## src/rtl/l6d_pkg.sv

```systemverilog
`timescale 1ns / 1ps

package l6d_pkg;

   localparam int NUM_LANES   = 4;
   localparam int CODE_W      = 6;
   localparam int SLOT_ERROR  = 2 * NUM_LANES;
   localparam int NUM_SLOTS   = SLOT_ERROR + 1;
   localparam int SLOT_IDX_W  = $clog2(NUM_SLOTS);

   // result kinds
   localparam logic [2:0] KIND_LABEL        = 3'd0;
   localparam logic [2:0] KIND_SHIELD       = 3'd1;
   localparam logic [2:0] KIND_SHIELD_BEGIN = 3'd2;
   localparam logic [2:0] KIND_SPLIT        = 3'd3;
   localparam logic [2:0] KIND_END          = 3'd4;
   localparam logic [2:0] KIND_ERROR        = 3'd5;

   // character sets
   localparam logic [1:0] SET_NORMAL  = 2'd0;
   localparam logic [1:0] SET_SYMBOL  = 2'd1;
   localparam logic [1:0] SET_SPECIAL = 2'd2;

   // special codes
   localparam logic [5:0] CODE_SPACE         = 6'h00;
   localparam logic [5:0] CODE_SHIFT_SPECIAL = 6'h1b;
   localparam logic [5:0] CODE_SHIFT_SYMBOL  = 6'h1c;
   localparam logic [5:0] CODE_END           = 6'h1d;
   localparam logic [5:0] CODE_NEWLINE       = 6'h1e;
   localparam logic [5:0] CODE_SPLIT         = 6'h1f;
   localparam logic [5:0] SHIELD_BIAS        = 6'h29;
   localparam logic [5:0] CODE_SHIELD_FIRST  = 6'h2a;
   localparam logic [5:0] CODE_LAST_CHAR     = 6'h2f;

   localparam logic [6:0] ASCII_NEWLINE = 7'h0a;
   localparam logic [6:0] ASCII_TILDE   = 7'h7e;

   typedef struct packed {
      logic [23:0] packed_group;
      logic        label_start;
      logic        last_group;
   } req_word_type;

   typedef struct packed {
      logic [2:0] kind;
      logic [6:0] char_code;
      logic [2:0] shield_kind;
      logic       run_end;
   } rsp_word_type;

   typedef struct packed {
      logic [1:0] char_set;
      logic       in_shield;
      logic       label_nonempty;
      logic       split_taken;
      logic       finished;
   } dec_state_type;

   typedef struct packed {
      logic [2:0] kind;
      logic [6:0] char_code;
      logic [2:0] shield_kind;
   } slot_type;

   typedef struct packed {
      logic     prim_valid;
      slot_type prim;
      logic     split_valid;
   } lane_out_type;

   function automatic logic [6:0] char_normal(input logic [5:0] c);
      logic [6:0] ch;
      ch = ASCII_TILDE;
      case (c) inside
         6'd0, 6'd30, 6'd31: ch = 7'h20;
         [6'd1:6'd26]:       ch = 7'h40 + {1'b0, c};
         [6'd32:6'd41]:      ch = 7'h10 + {1'b0, c};
         default:            ch = ASCII_TILDE;
      endcase
      return ch;
   endfunction

   function automatic logic [6:0] char_symbol(input logic [5:0] c);
      logic [6:0] ch;
      ch = ASCII_TILDE;
      case (c) inside
         6'd0:               ch = 7'h40;
         [6'd1:6'd15]:       ch = 7'h20 + {1'b0, c};
         [6'd26:6'd31]:      ch = 7'h20 + {1'b0, c};
         [6'd43:6'd47]:      ch = 7'h30 + {1'b0, c};
         default:            ch = ASCII_TILDE;
      endcase
      return ch;
   endfunction

   function automatic logic [6:0] char_special(input logic [5:0] c);
      logic [6:0] ch;
      ch = ASCII_TILDE;
      case (c) inside
         [6'd0:6'd26]:       ch = 7'h60 + {1'b0, c};
         [6'd32:6'd41]:      ch = 7'h10 + {1'b0, c};
         default:            ch = ASCII_TILDE;
      endcase
      return ch;
   endfunction

endpackage

```

## src/rtl/l6d_lane.sv

```systemverilog
`timescale 1ns / 1ps

module l6d_lane (
   input  logic [5:0]              code,
   input  l6d_pkg::dec_state_type  state_cur,
   output l6d_pkg::dec_state_type  state_nxt,
   output l6d_pkg::lane_out_type   result
);
   import l6d_pkg::*;

   logic       normal;
   logic [6:0] shift_char;

   assign normal     = (state_cur.char_set != SET_SYMBOL) &&
                       (state_cur.char_set != SET_SPECIAL);
   assign shift_char = (state_cur.char_set == SET_SYMBOL) ? char_symbol(code)
                                                          : char_special(code);

   always_comb begin
      state_nxt = state_cur;
      result    = '0;
      if (!state_cur.finished) begin
         if ((code > CODE_LAST_CHAR) || (normal && code == CODE_END)) begin
            result.prim_valid = 1'b1;
            result.prim.kind  = KIND_END;
            state_nxt.finished = 1'b1;
         end else if (!normal) begin
            result.prim_valid     = 1'b1;
            result.prim.char_code = shift_char;
            result.prim.kind      = state_cur.in_shield ? KIND_SHIELD : KIND_LABEL;
            if (!state_cur.in_shield) state_nxt.label_nonempty = 1'b1;
            state_nxt.char_set = SET_NORMAL;
         end else if (code == CODE_SHIFT_SYMBOL) begin
            state_nxt.char_set = SET_SYMBOL;
         end else if (code == CODE_SHIFT_SPECIAL) begin
            state_nxt.char_set = SET_SPECIAL;
         end else if (code == CODE_NEWLINE || code == CODE_SPLIT) begin
            if (state_cur.in_shield) begin
               state_nxt.in_shield = 1'b0;
            end else begin
               if (state_cur.label_nonempty) begin
                  result.prim_valid     = 1'b1;
                  result.prim.kind      = KIND_LABEL;
                  result.prim.char_code = ASCII_NEWLINE;
               end
               if (code == CODE_SPLIT && !state_cur.split_taken) begin
                  result.split_valid    = 1'b1;
                  state_nxt.split_taken = 1'b1;
               end
            end
         end else if (code >= CODE_SHIELD_FIRST) begin
            result.prim_valid       = 1'b1;
            result.prim.kind        = KIND_SHIELD_BEGIN;
            result.prim.shield_kind = 3'(code - SHIELD_BIAS);
            state_nxt.in_shield     = 1'b1;
         end else if (state_cur.in_shield && code == CODE_SPACE) begin
            state_nxt.in_shield = 1'b0;
         end else begin
            result.prim_valid     = 1'b1;
            result.prim.char_code = char_normal(code);
            result.prim.kind      = state_cur.in_shield ? KIND_SHIELD : KIND_LABEL;
            if (!state_cur.in_shield) state_nxt.label_nonempty = 1'b1;
         end
      end
   end

endmodule

```

## src/rtl/l6d_merge.sv

```systemverilog
`timescale 1ns / 1ps

module l6d_merge (
   input  logic                                     clock,
   input  logic                                     reset,
   input  logic                                     load,
   input  logic [l6d_pkg::NUM_SLOTS-1:0]            load_valid,
   input  l6d_pkg::slot_type [l6d_pkg::NUM_SLOTS-1:0] load_slot,
   output logic                                     drain_ok,
   output logic                                     rsp_valid,
   input  logic                                     rsp_ready,
   output l6d_pkg::rsp_word_type                    rsp_data
);
   import l6d_pkg::*;

   logic [NUM_SLOTS-1:0]   mask_ff, mask_in;
   slot_type [NUM_SLOTS-1:0] slots_ff;
   logic [NUM_SLOTS-1:0]   pick;
   logic [NUM_SLOTS-1:0]   rest;
   logic [SLOT_IDX_W-1:0]  pick_idx;
   logic                   found;
   logic                   fire;

   // lowest pending slot goes out first
   always_comb begin
      pick     = '0;
      pick_idx = '0;
      found    = 1'b0;
      for (int i = 0; i < NUM_SLOTS; i++) begin
         if (mask_ff[i] && !found) begin
            pick[i]  = 1'b1;
            pick_idx = SLOT_IDX_W'(i);
            found    = 1'b1;
         end
      end
   end

   assign rest      = mask_ff & ~pick;
   assign rsp_valid = |mask_ff;
   assign fire      = rsp_valid && rsp_ready;
   assign drain_ok  = (mask_ff == '0) || (fire && rest == '0);

   always_comb begin
      rsp_data.kind        = slots_ff[pick_idx].kind;
      rsp_data.char_code   = slots_ff[pick_idx].char_code;
      rsp_data.shield_kind = slots_ff[pick_idx].shield_kind;
      rsp_data.run_end     = (rest == '0);
   end

   always_comb begin
      mask_in = mask_ff;
      if (load) begin
         mask_in = load_valid;
      end else if (fire) begin
         mask_in = rest;
      end
   end

   always_ff @(posedge clock) begin
      if (reset) begin
         mask_ff <= '0;
      end else begin
         mask_ff <= mask_in;
      end
   end

   always_ff @(posedge clock) begin
      if (load) begin
         slots_ff <= load_slot;
      end
   end

   a_load_shows: assert property (@(posedge clock) disable iff (reset)
      (load && (load_valid != '0)) |=> rsp_valid)
      else $error("loaded results not presented");

   a_load_when_free: assert property (@(posedge clock) disable iff (reset)
      load |-> drain_ok)
      else $error("buffer overwritten while words pending");

endmodule

```

## src/rtl/label_6bit_decoder_core.sv

```systemverilog
`timescale 1ns / 1ps

// Six-bit label text decoder.
// Request channel (req_valid/req_ready/req_data): one word carries a packed
// 3-byte group plus label_start and last_group flags. label_start clears the
// decoder state before the group is decoded.
// Response channel (rsp_valid/rsp_ready/rsp_data): zero to six words per
// group, in order; run_end marks the last word a group produced. A group that
// produces nothing (shifts, silent codes, groups after the end) yields no word.
// Four decode lanes handle the four codes of a group combinationally, chained
// through the decoder state; a merge buffer then drains the results one word
// per cycle while rsp_ready is high. The first word appears in the cycle after
// the group is taken. Throughput: one group per cycle when each group yields
// at most one word and the receiver is ready; else the buffer drain paces them.
// A new group is taken in the same cycle the last pending word is taken.
// Reset clears decoder state and the merge buffer. When the receiver stalls,
// the current word holds on rsp_data and req_ready stays low until the
// buffer is about to empty.

module label_6bit_decoder_core (
   input  logic                  clock,
   input  logic                  reset,
   input  logic                  req_valid,
   output logic                  req_ready,
   input  l6d_pkg::req_word_type req_data,
   output logic                  rsp_valid,
   input  logic                  rsp_ready,
   output l6d_pkg::rsp_word_type rsp_data
);
   import l6d_pkg::*;

   dec_state_type state_ff, state_in;
   dec_state_type lane_state [NUM_LANES+1];
   lane_out_type  lane_res   [NUM_LANES];

   logic                     accept;
   logic                     drain_ok;
   logic                     missing_term;
   logic [NUM_SLOTS-1:0]     slot_valid;
   slot_type [NUM_SLOTS-1:0] slot_data;

   assign req_ready = drain_ok;
   assign accept    = req_valid && req_ready;

   // start of a new label drops whatever the previous one left behind
   assign lane_state[0] = req_data.label_start ? dec_state_type'('0) : state_ff;

   // one lane per code, first code in the top bits
   for (genvar k = 0; k < NUM_LANES; k++) begin : g_lane
      l6d_lane u_lane (
         .code      (req_data.packed_group[23 - CODE_W*k -: CODE_W]),
         .state_cur (lane_state[k]),
         .state_nxt (lane_state[k+1]),
         .result    (lane_res[k])
      );

      assign slot_valid[2*k]   = lane_res[k].prim_valid;
      assign slot_data[2*k]    = lane_res[k].prim;
      assign slot_valid[2*k+1] = lane_res[k].split_valid;
      assign slot_data[2*k+1]  = '{kind: KIND_SPLIT, char_code: 7'd0, shield_kind: 3'd0};
   end

   // budget ran out without a terminator
   assign missing_term           = !lane_state[NUM_LANES].finished && req_data.last_group;
   assign slot_valid[SLOT_ERROR] = missing_term;
   assign slot_data[SLOT_ERROR]  = '{kind: KIND_ERROR, char_code: 7'd0, shield_kind: 3'd0};

   always_comb begin
      state_in = lane_state[NUM_LANES];
      if (missing_term) begin
         state_in.finished = 1'b1;
      end
   end

   always_ff @(posedge clock) begin
      if (reset) begin
         state_ff <= '0;
      end else if (accept) begin
         state_ff <= state_in;
      end
   end

   l6d_merge u_merge (
      .clock      (clock),
      .reset      (reset),
      .load       (accept),
      .load_valid (slot_valid),
      .load_slot  (slot_data),
      .drain_ok   (drain_ok),
      .rsp_valid  (rsp_valid),
      .rsp_ready  (rsp_ready),
      .rsp_data   (rsp_data)
   );

   // an end or error word is always the last of its group
   a_end_closes_run: assert property (@(posedge clock) disable iff (reset)
      (rsp_valid && (rsp_data.kind == KIND_END || rsp_data.kind == KIND_ERROR))
      |-> rsp_data.run_end)
      else $error("end or error word not last of group");

   // a finished label ignores groups until label_start
   a_finished_holds: assert property (@(posedge clock) disable iff (reset)
      (accept && state_ff.finished && !req_data.label_start)
      |=> (state_ff == $past(state_ff)) && !rsp_valid)
      else $error("finished label changed state or produced words");

   a_kind_range: assert property (@(posedge clock) disable iff (reset)
      rsp_valid |-> (rsp_data.kind <= KIND_ERROR))
      else $error("result kind out of range");

endmodule
```

## config.mk

```make
export PLATFORM = sky130hd
export DESIGN_NAME = label_6bit_decoder_core
export DESIGN_NICKNAME = d
export VERILOG_FILES = /design/src/rtl/l6d_pkg.sv /design/src/rtl/l6d_lane.sv /design/src/rtl/l6d_merge.sv /design/src/rtl/label_6bit_decoder_core.sv
export SDC_FILE = /design/constraint.sdc
export NUM_CORES = 1
export LEC_CHECK = 0
export BUFFER_PORTS_ARGS = -buffer_cell sky130_fd_sc_hd__buf_2
export CAP_MARGIN = 10
export CORE_MARGIN = 3
export CORE_UTILIZATION = 40
export CTS_CLUSTER_DIAMETER = 200
export CTS_CLUSTER_SIZE = 20
export DETAILED_ROUTE_END_ITERATION = 7
export HOLD_SLACK_MARGIN = 0.15
export PLACE_DENSITY_LB_ADDON = 0.12
export SYNTH_ARGS = -nofsm -noshare
export SYNTH_HDL_FRONTEND = slang
export SYNTH_HIERARCHICAL = 1
export SYNTH_SLANG_ARGS = --single-unit
```

## constraint.sdc

```tcl
create_clock -name clock -period 7.8 [get_ports clock]
set_clock_uncertainty 0.1 [all_clocks]
set_input_delay 1.56 -clock clock [delete_from_list [all_inputs] [get_ports clock]]
set_output_delay 1.56 -clock clock [all_outputs]
set_load 0.1 [all_outputs]
```

==> flow_metrics.env <==
export IMPL_vdd_ir_drop_max_mv=0.149
export IMPL_worstReg2RegStart="state_ff[4]$_SDFFE_PP0P_"
export IMPL_initial_utilization_pct=40.9
export IMPL_grt_pass1_wl_um=42100
export IMPL_clock_latency_ps=400
export IMPL_grt_max_degree=74
export IMPL_hold_slack_ps=416
export IMPL_port_buffers=45
export IMPL_syn2layout_area_growth_pct=11.9
export IMPL_avgViaCountPerCell=5.76
export IMPL_synth_cell_area_um2=9660
export IMPL_start_kind="input pin"
export IMPL_vias=7908
export IMPL_fmax_mhz=141
export IMPL_post_cts_buffers=0
export IMPL_async_flop_share_pct=0
export IMPL_n_antenna_cell=0
export IMPL_die_x_um=161
export IMPL_ys_seq_elements=132
export IMPL_hold_end="state_ff[0]$_SDFFE_PP0P_"
export IMPL_multiInputGateArea_um2=5600
export IMPL_hold_violations=0
export IMPL_grt_overflow=0
export IMPL_r2r_end="u_merge/slots_ff[86]$_DFFE_PP_"
export IMPL_drtPass1Iterations=5
export IMPL_post_synth_top_count_cell="edfxtp_1"
export IMPL_outcome="finished clean"
export IMPL_synthCells=949
export IMPL_yosysSeqAreaShare_pct=39.5
export IMPL_period_minus_slack_ps=7100
export IMPL_antenna_found_initial=2
export IMPL_slowest_stage="nor3_1"
export IMPL_cts_tree="built"
export IMPL_worst_pin_slew_ps=1090
export IMPL_final_antenna_net_count=0
export IMPL_avgSynthCellArea_um2=10.2
export IMPL_drv_cap=0
export IMPL_drt_total_wl_um=26800
export IMPL_p_leak_nw=4.12
export IMPL_slowest_delay_ps=380
export IMPL_drive_above_1_share_pct=16.5
export IMPL_yosys_warnings=6
export IMPL_hold_start="state_ff[0]$_SDFFE_PP0P_"
export IMPL_synth_top_area_share_pct=36.4
export IMPL_rsz0062_at_grt="false"
export IMPL_critPathArrivalTime_ps=7230
export IMPL_fp_coreArea_um2=23600
export IMPL_synth_area_top_cells="edfxtp_1 (36%), ha_1 (5.7%), dfxtp_1 (3.1%), o21ai_0 (2.8%), a21oi_1 (2.6%)"
export IMPL_hold_path_class="reg2reg"
export IMPL_worstPathRequired_ps=7940
export IMPL_post_place_ws_ps=367
export IMPL_drc=0
export IMPL_cts_path_max_buffers=2
export IMPL_fp_row_count=56
export IMPL_cp_max_fo=11
export IMPL_wl_per_cell_um=19.5
export IMPL_clk_root_buffer_cell="clkbuf_16"
export IMPL_synth_common_cells="edfxtp_1 (117), nor2_1 (64), nand2_1 (61), o21ai_0 (54), a21oi_1 (50)"
export IMPL_gp_congestion=0.982
export IMPL_cts_resized=0
export IMPL_finalCritPeriodShare_pct=91.0
export IMPL_die_y_um=161
export IMPL_slew_limit_headroom_pct=27.6
export IMPL_finalMaxSlewViolations=0
export IMPL_placedCellCount=1342
export IMPL_dp_hpwl_um=20100
export IMPL_drt_iter0_markers=647
export IMPL_yosysTopAreaCell="edfxtp_1"
export IMPL_cts_buffers_inserted=17
export IMPL_yosysUniqueCellTypes=95
export IMPL_p_per_area_nw_per_um2=215
export IMPL_num_io_pins=46
export IMPL_hold_path_cell_count=2
export IMPL_r2r_slack_ps=1790
export IMPL_clk_pin_slew_ps=50
export IMPL_htree_levels=4
export IMPL_endpoint_kind="register"
export IMPL_cts_hold_buf=0
export IMPL_seq_area_um2=3810
export IMPL_nets=1116
export IMPL_tns_ps=0
export IMPL_n_fill_cell=2263
export IMPL_fin_ws_ps=705
export IMPL_setup_violations=0
export IMPL_stdcell_count=1373
export IMPL_worstSetupPathType="in2reg"
export IMPL_numClockSinks=132
export IMPL_grt_use_total_pct=20.6
export IMPL_ys_flop_type="edfxtp_1"
export IMPL_die_area_um2=26100
export IMPL_grt_pass1_vias=7323
export IMPL_synth_edf_count=117
export IMPL_worst_r2r_cell_count=28
[registers in the layout (all words and copies together), names as in the netlist]
signal            count
u_merge/mask_ff       9
state_ff              6
u_merge/slots_ff    117
[area by class of cell]
cell class                 count  area share [%]
clock buffer                  19            4.01
clock inverter                12           0.845
sequential                   132            35.3
multi-input combinational    790            51.8
timing repair buffer          55            2.78
tap                          319            3.69
inverter                      46            1.60
[how the worst max path moves through the flow]
stage,from,endpoint,slack (ps),cells past startpoint
6_report,req_data[25],u_merge/slots_ff[86]$_DFFE_PP_,700,30
5_1_grt,req_data[25],u_merge/slots_ff[86]$_DFFE_PP_,240,30
4_1_cts,req_data[25],u_merge/slots_ff[86]$_DFFE_PP_,790,30
3_5_place_dp,req_data[25],u_merge/slots_ff[86]$_DFFE_PP_,370,30
3_3_place_gp,req_data[25],u_merge/slots_ff[86]$_DFFE_PP_,540,30
2_1_floorplan,rsp_ready,u_merge/mask_ff[0]$_SDFFE_PP0P_,410,10
[worst max-delay path: cells and delay by family]
kind / cells / cell delay, ps
buf+inv: 9 / 970
simple gates: 9 / 1860
compound gates: 8 / 1700
fa+ha+maj: 4 / 1160
[layout by cell type (no fill, tap or decap), drive strengths merged, types with 14 or more instances in the layout]
cell type / netlist / final
dfxtp: 15 / 15
a2bb2oi: 14 / 14
inv: 45 / 45
a211oi: 26 / 26
o2111ai: 26 / 26
nor2b: 14 / 14
conb: 2 / 65
buf: 27 / 55
nand2b: 18 / 18
a21o: 14 / 14
edfxtp: 117 / 117
a21oi: 54 / 54
mux2i: 24 / 24
nand3: 38 / 38
nor2: 67 / 67
o21ai: 58 / 58
ha: 44 / 44
nor3: 21 / 21
mux2: 14 / 14
clkbuf: 17 / 19
nand2: 61 / 61
[cell families after synthesis]
group	synth area share (%)
compound gates	26.4
xor+xnor	0.0907
fa+ha+maj	5.91
buf+inv	5.10
flops	39.5
mux	4.12
other cells	0.0777
simple gates	18.8
[power by group]
part           total, mW  switching (mW)  internal, mW
combinational      0.719           0.520         0.200
clock              0.705           0.276         0.429
sequential         0.895          0.0264         0.868
[metal layers]
layer | wire (um) | up-vias | global-route usage [%]
met4 | 228 | 4 | 4.58
met5 | 15 | - | 0
met1 | 13300 | 3835 | 31.1
met3 | 1290 | 12 | 3.62
li1 | - | 3840 | -
met2 | 12000 | 217 | 30.8
[per-stage QoR]
step	utilization, %	cell area [um2]	power [mW]
floorplan	-	9900	1.46
global placement	43.6	10300	1.62
detailed placement	43.6	10300	1.62
CTS	45.8	10800	2.33
global route	45.8	10800	2.43
finish	45.8	10800	2.32
No activity file was read; power rests on OpenSTA's default activity.
